`config.mk`:
```
export PLATFORM = sky130hd
export DESIGN_NAME = http_request_field_tagger
export DESIGN_NICKNAME = d
export VERILOG_FILES = /design/src/hw/rtl/hrft_pkg.sv /design/src/hw/rtl/hrft_in_reg.sv /design/src/hw/rtl/hrft_step.sv /design/src/hw/rtl/hrft_out_buf.sv /design/src/hw/rtl/http_request_field_tagger.sv
export SDC_FILE = /design/constraint.sdc
export NUM_CORES = 1
export LEC_CHECK = 0
export BUFFER_PORTS_ARGS = -buffer_cell sky130_fd_sc_hd__buf_4
export CAP_MARGIN = 20
export CORE_MARGIN = 3
export CORE_UTILIZATION = 55
export CTS_BUF_LIST = sky130_fd_sc_hd__clkbuf_4 sky130_fd_sc_hd__clkbuf_8 sky130_fd_sc_hd__clkbuf_16
export CTS_CLUSTER_SIZE = 28
export DETAILED_ROUTE_END_ITERATION = 12
export GPL_TIMING_DRIVEN = 0
export PLACE_DENSITY = 0.85
export SLEW_MARGIN = 5
export SYNTH_ARGS = -nofsm -noshare
export SYNTH_HDL_FRONTEND = slang
export SYNTH_HIERARCHICAL = 1
export SYNTH_SLANG_ARGS = --single-unit
export TNS_END_PERCENT = 50
```
`constraint.sdc`:
```
create_clock -name clk_i -period 5.5 [get_ports clk_i]
set_input_delay 0.275 -clock clk_i [delete_from_list [all_inputs] [get_ports clk_i]]
set_output_delay 0.275 -clock clk_i [all_outputs]
set_load 0.02 [all_outputs]
```
`src/hw/rtl/hrft_pkg.sv`:
```
// types and constants shared by the http request field tagger
package hrft_pkg;

  localparam logic [7:0] ChSpace = 8'h20;
  localparam logic [7:0] ChQuery = 8'h3F;
  localparam logic [7:0] ChEqual = 8'h3D;
  localparam logic [7:0] ChAmp   = 8'h26;
  localparam logic [7:0] ChCr    = 8'h0D;
  localparam logic [7:0] ChLf    = 8'h0A;
  localparam logic [7:0] ChColon = 8'h3A;

  typedef enum logic [2:0] {
    KIND_METHOD  = 3'd0,
    KIND_PATH    = 3'd1,
    KIND_QKEY    = 3'd2,
    KIND_QVAL    = 3'd3,
    KIND_VERSION = 3'd4,
    KIND_HKEY    = 3'd5,
    KIND_HVAL    = 3'd6,
    KIND_BODY    = 3'd7
  } kind_e;

  typedef struct packed {
    logic [7:0] out_byte;
    kind_e      field_kind;
    logic       has_byte;
    logic       field_done;
    logic       last_of_run;
  } res_t;

  typedef struct packed {
    res_t first;
    res_t second;
    logic any;
    logic two;
  } pair_t;

  typedef struct packed {
    logic       vld;
    logic [7:0] data_byte;
    logic       message_end;
  } in_item_t;

endpackage

```
`src/hw/rtl/hrft_in_reg.sv`:
```
// input register stage for incoming request bytes
module hrft_in_reg (
  input  logic              clk_i,
  input  logic              rst_ni,
  input  logic              valid_i,
  input  logic [7:0]        data_i,
  input  logic              last_i,
  input  logic              take_i,
  output logic              ready_o,
  output hrft_pkg::in_item_t item_o
);
  import hrft_pkg::*;

  logic       vld_q;
  logic [7:0] byte_q;
  logic       end_q;

  assign ready_o = !vld_q || take_i;

  always_ff @(posedge clk_i or negedge rst_ni) begin
    if (!rst_ni) begin
      vld_q <= 1'b0;
    end else if (ready_o) begin
      vld_q <= valid_i;
    end
  end

  always_ff @(posedge clk_i) begin
    if (ready_o && valid_i) begin
      byte_q <= data_i;
      end_q  <= last_i;
    end
  end

  assign item_o.vld         = vld_q;
  assign item_o.data_byte   = byte_q;
  assign item_o.message_end = end_q;

endmodule

```
`src/hw/rtl/hrft_step.sv`:
```
// parse state and per-byte tagging logic
module hrft_step (
  input  logic             clk_i,
  input  logic             rst_ni,
  input  logic             en_i,
  input  logic [7:0]       data_i,
  input  logic             end_i,
  output hrft_pkg::pair_t  pair_o
);
  import hrft_pkg::*;

  typedef enum logic [3:0] {
    PH_METHOD  = 4'd0,
    PH_PATH    = 4'd1,
    PH_QKEY    = 4'd2,
    PH_QVAL    = 4'd3,
    PH_VERSION = 4'd4,
    PH_HKEY    = 4'd5,
    PH_HVAL    = 4'd6,
    PH_BODY    = 4'd7,
    PH_LINE    = 4'd8
  } phase_e;

  phase_e     phase_q, phase_d;
  logic       held_q, held_d;
  res_t [1:0] r;
  logic [1:0] n;
  kind_e      lk;
  kind_e      ek;

  function automatic res_t mk(input logic [7:0] b, input kind_e k, input logic h,
                              input logic d);
    res_t x;
    x.out_byte    = b;
    x.field_kind  = k;
    x.has_byte    = h;
    x.field_done  = d;
    x.last_of_run = 1'b0;
    return x;
  endfunction

  always_comb begin
    phase_d = phase_q;
    held_d  = held_q;
    n       = 2'd0;
    r       = '0;
    lk      = (phase_q == PH_VERSION) ? KIND_VERSION : KIND_HVAL;
    ek      = KIND_METHOD;
    unique case (phase_q) inside
      PH_PATH: begin
        if (data_i == ChSpace || data_i == ChQuery) begin
          r[n[0]] = mk(8'h00, KIND_PATH, 1'b0, 1'b1);
          n = n + 2'd1;
          phase_d = (data_i == ChSpace) ? PH_VERSION : PH_QKEY;
        end else begin
          r[n[0]] = mk(data_i, KIND_PATH, 1'b1, 1'b0);
          n = n + 2'd1;
        end
      end
      PH_QKEY: begin
        if (data_i == ChEqual) begin
          r[n[0]] = mk(8'h00, KIND_QKEY, 1'b0, 1'b1);
          n = n + 2'd1;
          phase_d = PH_QVAL;
        end else begin
          r[n[0]] = mk(data_i, KIND_QKEY, 1'b1, 1'b0);
          n = n + 2'd1;
        end
      end
      PH_QVAL: begin
        if (data_i == ChSpace || data_i == ChAmp) begin
          r[n[0]] = mk(8'h00, KIND_QVAL, 1'b0, 1'b1);
          n = n + 2'd1;
          phase_d = (data_i == ChSpace) ? PH_VERSION : PH_QKEY;
        end else begin
          r[n[0]] = mk(data_i, KIND_QVAL, 1'b1, 1'b0);
          n = n + 2'd1;
        end
      end
      PH_VERSION, PH_HVAL: begin
        if (held_q && data_i == ChLf) begin
          held_d = 1'b0;
          r[n[0]] = mk(8'h00, lk, 1'b0, 1'b1);
          n = n + 2'd1;
          phase_d = PH_LINE;
        end else begin
          if (held_q) begin
            r[n[0]] = mk(ChCr, lk, 1'b1, 1'b0);
            n = n + 2'd1;
          end
          if (data_i == ChCr) begin
            held_d = 1'b1;
          end else begin
            held_d = 1'b0;
            r[n[0]] = mk(data_i, lk, 1'b1, 1'b0);
            n = n + 2'd1;
          end
        end
      end
      PH_HKEY: begin
        if (held_q && data_i == ChSpace) begin
          held_d = 1'b0;
          r[n[0]] = mk(8'h00, KIND_HKEY, 1'b0, 1'b1);
          n = n + 2'd1;
          phase_d = PH_HVAL;
        end else begin
          if (held_q) begin
            r[n[0]] = mk(ChColon, KIND_HKEY, 1'b1, 1'b0);
            n = n + 2'd1;
          end
          if (data_i == ChColon) begin
            held_d = 1'b1;
          end else begin
            held_d = 1'b0;
            r[n[0]] = mk(data_i, KIND_HKEY, 1'b1, 1'b0);
            n = n + 2'd1;
          end
        end
      end
      PH_LINE: begin
        if (held_q && data_i == ChLf) begin
          held_d  = 1'b0;
          phase_d = PH_BODY;
        end else if (!held_q && data_i == ChCr) begin
          held_d = 1'b1;
        end else begin
          phase_d = PH_HKEY;
          if (held_q) begin
            r[n[0]] = mk(ChCr, KIND_HKEY, 1'b1, 1'b0);
            n = n + 2'd1;
          end
          if (data_i == ChColon) begin
            held_d = 1'b1;
          end else begin
            held_d = 1'b0;
            r[n[0]] = mk(data_i, KIND_HKEY, 1'b1, 1'b0);
            n = n + 2'd1;
          end
        end
      end
      PH_BODY: begin
        r[n[0]] = mk(data_i, KIND_BODY, 1'b1, 1'b0);
        n = n + 2'd1;
      end
      default: begin
        if (data_i == ChSpace) begin
          r[n[0]] = mk(8'h00, KIND_METHOD, 1'b0, 1'b1);
          n = n + 2'd1;
          phase_d = PH_PATH;
        end else begin
          r[n[0]] = mk(data_i, KIND_METHOD, 1'b1, 1'b0);
          n = n + 2'd1;
        end
      end
    endcase

    if (end_i) begin
      if (held_d) begin
        unique case (phase_d)
          PH_VERSION: ek = KIND_VERSION;
          PH_HVAL:    ek = KIND_HVAL;
          default:    ek = KIND_HKEY;
        endcase
        r[n[0]] = mk((phase_d == PH_HKEY) ? ChColon : ChCr, ek, 1'b1, 1'b0);
        n = n + 2'd1;
      end
      phase_d = PH_METHOD;
      held_d  = 1'b0;
    end

    if (n == 2'd2) begin
      r[1].last_of_run = 1'b1;
    end else if (n == 2'd1) begin
      r[0].last_of_run = 1'b1;
    end
  end

  always_ff @(posedge clk_i or negedge rst_ni) begin
    if (!rst_ni) begin
      phase_q <= PH_METHOD;
      held_q  <= 1'b0;
    end else if (en_i) begin
      phase_q <= phase_d;
      held_q  <= held_d;
    end
  end

  assign pair_o.first  = r[0];
  assign pair_o.second = r[1];
  assign pair_o.any    = (n != 2'd0);
  assign pair_o.two    = (n == 2'd2);

endmodule

```
`src/hw/rtl/hrft_out_buf.sv`:
```
// result register holding up to two results of one item
module hrft_out_buf (
  input  logic            clk_i,
  input  logic            rst_ni,
  input  logic            load_i,
  input  hrft_pkg::pair_t pair_i,
  input  logic            ready_i,
  output logic            free_o,
  output logic            valid_o,
  output hrft_pkg::res_t  res_o
);
  import hrft_pkg::*;

  logic vld_q;
  logic two_q;
  res_t r0_q;
  res_t r1_q;

  assign free_o  = !vld_q || (ready_i && !two_q);
  assign valid_o = vld_q;
  assign res_o   = r0_q;

  always_ff @(posedge clk_i or negedge rst_ni) begin
    if (!rst_ni) begin
      vld_q <= 1'b0;
      two_q <= 1'b0;
    end else if (free_o) begin
      vld_q <= load_i && pair_i.any;
      two_q <= load_i && pair_i.two;
    end else if (ready_i) begin
      two_q <= 1'b0;
    end
  end

  always_ff @(posedge clk_i) begin
    if (free_o) begin
      if (load_i && pair_i.any) begin
        r0_q <= pair_i.first;
        r1_q <= pair_i.second;
      end
    end else if (ready_i) begin
      r0_q <= r1_q;
    end
  end

endmodule

```
`src/hw/rtl/http_request_field_tagger.sv`:
```
// top level of the http request field tagger
//
// channel   dir  tdata           tuser                          tlast
// s_axis    in   data_byte       -                              message_end
// m_axis    out  out_byte        field_kind, has_byte, done     last_of_run
//
// one item per cycle unless stalled; the first result shows in the cycle after taking
// an item with two results holds the result register until both are taken
// an item with no result only advances the parse state
// rst_ni returns the parser to the method phase with nothing held
module http_request_field_tagger (
  input  logic       clk_i,
  input  logic       rst_ni,
  input  logic       s_axis_tvalid,
  output logic       s_axis_tready,
  input  logic [7:0] s_axis_tdata,   // [7:0] data_byte
  input  logic       s_axis_tlast,
  output logic       m_axis_tvalid,
  input  logic       m_axis_tready,
  output logic [7:0] m_axis_tdata,   // [7:0] out_byte
  output logic [7:0] m_axis_tuser,   // [2:0] field_kind, [3] has_byte, [4] field_done
  output logic       m_axis_tlast
);
  import hrft_pkg::*;

  in_item_t item;
  pair_t    pair;
  res_t     res;
  logic     free;
  logic     take;

  assign take = item.vld && free;

  hrft_in_reg u_in (
    .clk_i   (clk_i),
    .rst_ni  (rst_ni),
    .valid_i (s_axis_tvalid),
    .data_i  (s_axis_tdata),
    .last_i  (s_axis_tlast),
    .take_i  (take),
    .ready_o (s_axis_tready),
    .item_o  (item)
  );

  hrft_step u_step (
    .clk_i  (clk_i),
    .rst_ni (rst_ni),
    .en_i   (take),
    .data_i (item.data_byte),
    .end_i  (item.message_end),
    .pair_o (pair)
  );

  hrft_out_buf u_out (
    .clk_i   (clk_i),
    .rst_ni  (rst_ni),
    .load_i  (take),
    .pair_i  (pair),
    .ready_i (m_axis_tready),
    .free_o  (free),
    .valid_o (m_axis_tvalid),
    .res_o   (res)
  );

  assign m_axis_tdata = res.out_byte;
  assign m_axis_tuser = {3'b000, res.field_done, res.has_byte, res.field_kind};
  assign m_axis_tlast = res.last_of_run;

endmodule

```
-- Yosys cells after proc, flatten, opt, wreduce, memory -nomap -nowiden
Cells that the tools add are included.
- output and inout bits: 19
- bits in registers: 45
- bits of input ports: 13
- logic and storage cells: 163
- multiplexer cells: 88
- order comparisons: 8
- $add $sub $neg: 4
- eq/ne operators: 21
- reductions and logical operators: 25
- operators by type and width (cell ; count):
    $mux 14 ; 22
    $mux 28 ; 7
    $bwmux 28 ; 4
    $pmux 14 s7 ; 1
    $demux 14 s1 ; 4
    $pmux 14 s3 ; 1
    $eq 8x6->1 const B ; 5
    $mux 4 ; 9
    $mux 2 ; 17
    $eq 4x3->1 const B ; 7
    $pmux 4 s7 ; 1
    $mux 10 ; 2
    $eq 8x4->1 const B ; 2
    $logic_and 1x1->1 ; 12
    $mux 1 ; 12
    $mux 12 ; 1
    $mux 3 ; 3
    $add 2x1->2 const B ; 4
    $eq 4x2->1 const B ; 2
    $lt 1x2->1 const B ; 4
    $mux 6 ; 1
    $pmux 2 s3 ; 1
    $eq 4x1->1 const B ; 1
    $eq 4x4->1 const B ; 1
    11 further kinds ; 22

-- Logic depth before layout (Yosys ltp)
- depth in word-level cells: 21
- depth in mapped cells: 14
- depth with buffers taken out: 13

-- Modules after synthesis
Netlist, hierarchy kept.
- modules (own cells, without submodules) (module ; area each (µm²) ; sequential area each (µm²) ; cells an instance ; times used):
    hrft_step ; 1659.1 ; 125.1 ; 221 ; 1
    hrft_out_buf ; 1151.1 ; 890.9 ; 54 ; 1
    hrft_in_reg ; 339.1 ; 295.3 ; 15 ; 1
    http_request_field_tagger ; 32.5 ; 0.0 ; 5 ; 1

-- Least setup slack after synthesis
OpenSTA, ideal clock, no wires.
- kind: reg2reg
- start point: reg u_in.byte_q[7]
- end point: reg u_out.r0_q, in the netlist u_out/res_o[0] (enable)
- period minus slack after synthesis: 3905 ps
- data required time: 5110 ps
- library setup time: 390 ps
- path slack: 1595 ps
- buffers on the path: 0
- arrival: 3516 ps
- stages on the path, launching flop included: 14
- cell sequence: edfxtp_1 -> nor3b_4 -> nand4_1 -> inv_1 -> ha_1 -> nand3b_1 -> a21oi_1 -> a2111oi_1 -> nand2_1 -> inv_1 -> ha_1 -> o22a_1 -> nand2_1 -> a21oi_1
- RTL lines (item ; RTL line ; source):
    from (decl) ; hrft_in_reg.sv:15 ; logic [7:0] byte_q;
    from (signal assigned) ; hrft_in_reg.sv:30 ; byte_q <= data_i;
    to (signal assigned) ; hrft_out_buf.sv:38 ; r0_q <= pair_i.first;
    to (signal assigned) ; hrft_out_buf.sv:42 ; r0_q <= r1_q;
    to (decl) ; hrft_out_buf.sv:16 ; res_t r0_q;

==> report_table.html <==
<table>
<tr><th>Metric</th><th>Value</th></tr>
<tr><th colspan="2">Synth</th></tr>
<tr><td>Netlist Area Pre-Place</td><td>3180 um2</td></tr>
<tr><td>Main synth FF type</td><td>edfxtp_1</td></tr>
<tr><td>Asr flop ratio synth</td><td>between 10% and 20%</td></tr>
<tr><td>EDFF count, synth</td><td>37</td></tr>
<tr><td>Number of warnings printed during yosys synthesis</td><td>6</td></tr>
<tr><td>Distinct cells, synth</td><td>87</td></tr>
<tr><td>Fraction of synthesized cell area in xor and xnor cells</td><td>0.275%</td></tr>
<tr><td>Synthesized-area fraction occupied by ao, oa, aoi and oai cells</td><td>23.8%</td></tr>
<tr><td>Avg Cell Area, Syn</td><td>10.8 um2</td></tr>
<tr><td>Area share of fa/ha/maj cells after synthesis</td><td>1.97%</td></tr>
<tr><td>Cell count after synthesis</td><td>295</td></tr>
<tr><td>Multiplexer fraction of the synthesized cell area</td><td>6.29%</td></tr>
<tr><td>Area fraction in and, or, nand and nor cells after synthesis</td><td>between 20 and 25%</td></tr>
<tr><td>Dominant combinational cell family by area after synthesis</td><td>compound AO/OA/AOI/OAI gates</td></tr>
<tr><td>Seq cells post-synth</td><td>45</td></tr>
<tr><td>Proportion of synthesized chip area in sequential cells</td><td>41.2%</td></tr>
<tr><th colspan="2">Die</th></tr>
<tr><td>Number of placed I/O pins</td><td>32</td></tr>
<tr><td>Die area</td><td>6730 um2</td></tr>
<tr><td>Width of the die</td><td>82.1 um</td></tr>
<tr><td>Height of the chip</td><td>between 80 and 90 um</td></tr>
<tr><td>Placeable core area</td><td>5540 um2</td></tr>
<tr><td>Std cell rows</td><td>27</td></tr>
<tr><td>Initial standard-cell utilization of the core</td><td>57.4%</td></tr>
<tr><th colspan="2">Worst hold path</th></tr>
<tr><td>Hold depth</td><td>1</td></tr>
<tr><td>Hold WC Path Type</td><td>in2reg</td></tr>
<tr><th colspan="2">Timing</th></tr>
<tr><td>Fmax achieved</td><td>207 MHz</td></tr>
<tr><td>Slew margin rel.</td><td>53.9%</td></tr>
<tr><td>TNS Setup</td><td>0 ns</td></tr>
<tr><td>Max-slew violations</td><td>0</td></tr>
<tr><td>Post-layout minimum cycle time</td><td>between 4 and 5 ns</td></tr>
<tr><td>Final hold violation count</td><td>0</td></tr>
<tr><td>Fraction of the cycle the final worst path needs</td><td>88.0%</td></tr>
<tr><td>Final setup skew</td><td>0.0139 ns</td></tr>
<tr><td>Setup repair after global routing missed its margin</td><td>no</td></tr>
<tr><td>Setup violations, final</td><td>0</td></tr>
<tr><td>Measured slew at the worst slew-check pin</td><td>approximately 0.7 ns</td></tr>
<tr><th colspan="2">Global routing</th></tr>
<tr><td>Global-route usage over all layers</td><td>27.6%</td></tr>
<tr><td>Via count of the first global-routing pass</td><td>2536</td></tr>
<tr><td>Final global-route overflow total</td><td>0</td></tr>
<tr><td>Initial antenna violation count</td><td>0</td></tr>
<tr><td>Largest net degree at the start of global routing</td><td>16</td></tr>
<tr><td>First-pass GRT wire length</td><td>13500 um</td></tr>
<tr><th colspan="2">Detailed routing</th></tr>
<tr><td>1st-iter DRT viols</td><td>roughly 340</td></tr>
<tr><td>Routed wire per std cell</td><td>between 20 and 25 um</td></tr>
<tr><td>Vias per std cell</td><td>6.62</td></tr>
<tr><td>Total routed wirelength</td><td>8830 um</td></tr>
<tr><td>Routed vias</td><td>2701</td></tr>
<tr><td>Antenna violation net count after detailed routing</td><td>0</td></tr>
<tr><td>Count of unresolved DRC violations after routing</td><td>0</td></tr>
<tr><td>Detailed-router iteration count before antenna repair</td><td>5</td></tr>
<tr><th colspan="2">CTS</th></tr>
<tr><td>H-tree depth</td><td>2</td></tr>
<tr><td>Max Buffers Root-to-Sink</td><td>2</td></tr>
<tr><td>CTS root buf</td><td>clkbuf_8</td></tr>
<tr><td>Clock latency on the worst-skew pair</td><td>0.31 ns</td></tr>
<tr><td>Clock transition time at the flip-flop clock pins of the worst setup and hold paths</td><td>0.09 ns</td></tr>
<tr><td>TritonCTS Buffers</td><td>5</td></tr>
<tr><td>PostCTS Resize Cnt</td><td>0</td></tr>
<tr><td>Number of buffers added to fix hold violations after cts</td><td>1</td></tr>
<tr><td>TritonCTS clock tree</td><td>done</td></tr>
<tr><td>Setup repair bufs after CTS</td><td>0</td></tr>
<tr><td>Sink Count</td><td>45</td></tr>
<tr><th colspan="2">Setup path</th></tr>
<tr><td>Buf+Inv Stages, Crit Path</td><td>3</td></tr>
<tr><td>CP max-delay cell</td><td>a2111oi_1</td></tr>
<tr><td>Crit-path max FO</td><td>10</td></tr>
<tr><td>Family of cells with the greatest summed delay on the critical path</td><td>compound AO/OA/AOI/OAI gates</td></tr>
<tr><td>Crit path capture type</td><td>register</td></tr>
<tr><td>Startpoint Class</td><td>register</td></tr>
<tr><td>Crit path required time</td><td>between 5 and 6 ns</td></tr>
<tr><td>Count of cells along the worst register-to-register path</td><td>14</td></tr>
<tr><td>Type of the worst setup path</td><td>reg2reg</td></tr>
<tr><td>Worst path arrival time</td><td>4.86 ns</td></tr>
<tr><td>Logic depth of the worst setup path including buffers</td><td>14</td></tr>
<tr><td>Delay of the slowest cell on the worst path</td><td>0.64 ns</td></tr>
<tr><td>Cells traversed along the worst timing path</td><td>nor3b_4, nand4_1, inv_1, ha_1, nand3b_1, a21oi_1, a2111oi_1, nand2_1, inv_1, ha_1, o22a_1, nand2_1, a21oi_1, buf_4</td></tr>
<tr><th colspan="2">Layout</th></tr>
<tr><td>Final standard cell utilization of the core</td><td>65.9%</td></tr>
<tr><td>Diode insertion count for antenna repair</td><td>0</td></tr>
<tr><td>Commonest non-fill, non-tap cells in the layout</td><td>38 x buf_4, 37 x edfxtp_1, 20 x nor2_1</td></tr>
<tr><td>Non-filler cells, final</td><td>408</td></tr>
<tr><td>Area growth from synthesis to final layout</td><td>14.8%</td></tr>
<tr><td>Fraction of layout cells with a size suffix above 1</td><td>29.5%</td></tr>
<tr><td>Most common cell after layout, fill and taps aside</td><td>buf_4</td></tr>
<tr><td>Number of fill cells in the layout</td><td>447</td></tr>
<tr><td>Design area</td><td>3650 um2</td></tr>
<tr><td>Number of nets at the end of the flow</td><td>~350</td></tr>
<tr><th colspan="2">Placement</th></tr>
<tr><td>Global placement routability congestion</td><td>0.909</td></tr>
<tr><td>Total half-perimeter wirelength after legalization and detailed placement</td><td>6500 um</td></tr>
<tr><td>Placed insts</td><td>399</td></tr>
<tr><td>IO buf count</td><td>28</td></tr>
<tr><td>Area of placed instances</td><td>3500 um2</td></tr>
<tr><th colspan="2">Power</th></tr>
<tr><td>Final Power</td><td>1.23 mW</td></tr>
<tr><td>Worst VDD drop</td><td>224 uV</td></tr>
<tr><td>Leakage power summed over all cells</td><td>roughly 1.5 nW</td></tr>
<tr><td>Pwr/cell area</td><td>338 nW/um2</td></tr>
<tr><th colspan="2">Status</th></tr>
<tr><td>Result of the run</td><td>complete, no violations</td></tr>
<tr><th colspan="2">Flow run</th></tr>
<tr><td>Reported max-cap violation count</td><td>0</td></tr>
</table>
[layout make-up]
class	instances	area (um2)	share of cell area, %
clock inverter	3	68.8	1.88
sequential	45	1310	35.9
tap	72	90.1	2.47
buffer	22	149	4.08
timing repair buffer	31	235	6.44
clock buffer	5	68.8	1.88
inverter	9	33.8	0.925
multi-input combinational	221	1700	46.4
[state kept, by name (all words and copies together) (netlist names)]
| name | cells |
|---|---|
| u_out/two_q | 1 |
| u_in/byte_q | 8 |
| u_step/held_q | 1 |
| u_step/phase_q | 4 |
| u_out/r1_q | 14 |
| u_in/end_q | 1 |
| u_out/res_o | 14 |
| u_in/vld_q | 1 |
| u_out/valid_o | 1 |
[report_power, final]
| group | switching [mW] | total, mW | internal [mW] | leakage [nW] |
|---|---|---|---|---|
| clock | 0.119 | 0.302 | 0.183 | 0.0687 |
| combinational | 0.278 | 0.465 | 0.187 | 0.957 |
| sequential | 0.0296 | 0.466 | 0.437 | 0.459 |
| total | 0.427 | 1.23 | 0.806 | 1.48 |
[stage by stage]
step / hold slack [ns] / setup WS [ns]
6_report: 0.146 / 0.658
5_1_grt: 0.141 / 0.488
4_1_cts: 0.145 / 0.763
3_5_place_dp: 0.116 / 0.771
3_3_place_gp: 0.117 / 0.577
2_1_floorplan: -0.0206 / 1.59
[metal layers]
layer | routed length, um | GRT usage [%]
met1 | 3480 | 34.9
met2 | 4230 | 45.6
met3 | 865 | 6.58
met4 | 258 | 10.5
met5 | 0 | 0
[kinds of logic after synthesis]
group / after synthesis
and+or+nand+nor: 98
AOI/OAI and AO/OA: 97
DFF: 45
buffers and inverters: 31
muxes: 16
adders and majority gates: 5
other: 2
xor gates and xnor gates: 1
[synthesized netlist by cell type (3+ instances only)]
master | count | area share, %
buf_2 | 4 | 0.63
and3_1 | 4 | 0.79
nand4_1 | 4 | 0.79
a21o_1 | 3 | 0.71
nand2_1 | 14 | 1.7
edfxtp_1 | 37 | 35
a22oi_1 | 3 | 0.71
dfrtp_1 | 8 | 6.3
inv_1 | 7 | 0.83
nand2b_1 | 4 | 0.79
nor2b_1 | 4 | 0.79
a2bb2oi_1 | 5 | 1.4
mux2_2 | 8 | 2.8
a31oi_1 | 3 | 0.59
buf_4 | 8 | 1.9
nor2_1 | 20 | 2.4
a211oi_1 | 4 | 0.94
and2_1 | 3 | 0.59
mux2_4 | 6 | 2.8
a21oi_1 | 17 | 2.7
ha_1 | 5 | 2.0
o2bb2ai_1 | 4 | 1.1
nand3_1 | 7 | 1.1
clkbuf_1 | 6 | 0.71
a22o_1 | 4 | 1.1
o21ai_0 | 15 | 2.4
nor3_1 | 9 | 1.4
[path summary, 6_finish.rpt]
path                                                from                       endpoint  slack [ns]
worst max-delay path            u_in/byte_q[7]$_DFFE_PP_      u_out/res_o[10]$_DFFE_PP_        0.66
worst min-delay path                     s_axis_tdata[2]       u_in/byte_q[2]$_DFFE_PP_        0.15
worst max register to register  u_in/byte_q[7]$_DFFE_PP_      u_out/res_o[10]$_DFFE_PP_        0.66
worst min register to register   u_out/r1_q[2]$_DFFE_PP_       u_out/res_o[2]$_DFFE_PP_        0.55
max in group asynchronous                         rst_ni      u_out/valid_o$_DFFE_PN0P_        5.01
min in group asynchronous                         rst_ni  u_step/phase_q[1]$_DFFE_PN0P_        0.34
No activity file was read; power rests on OpenSTA's default activity.
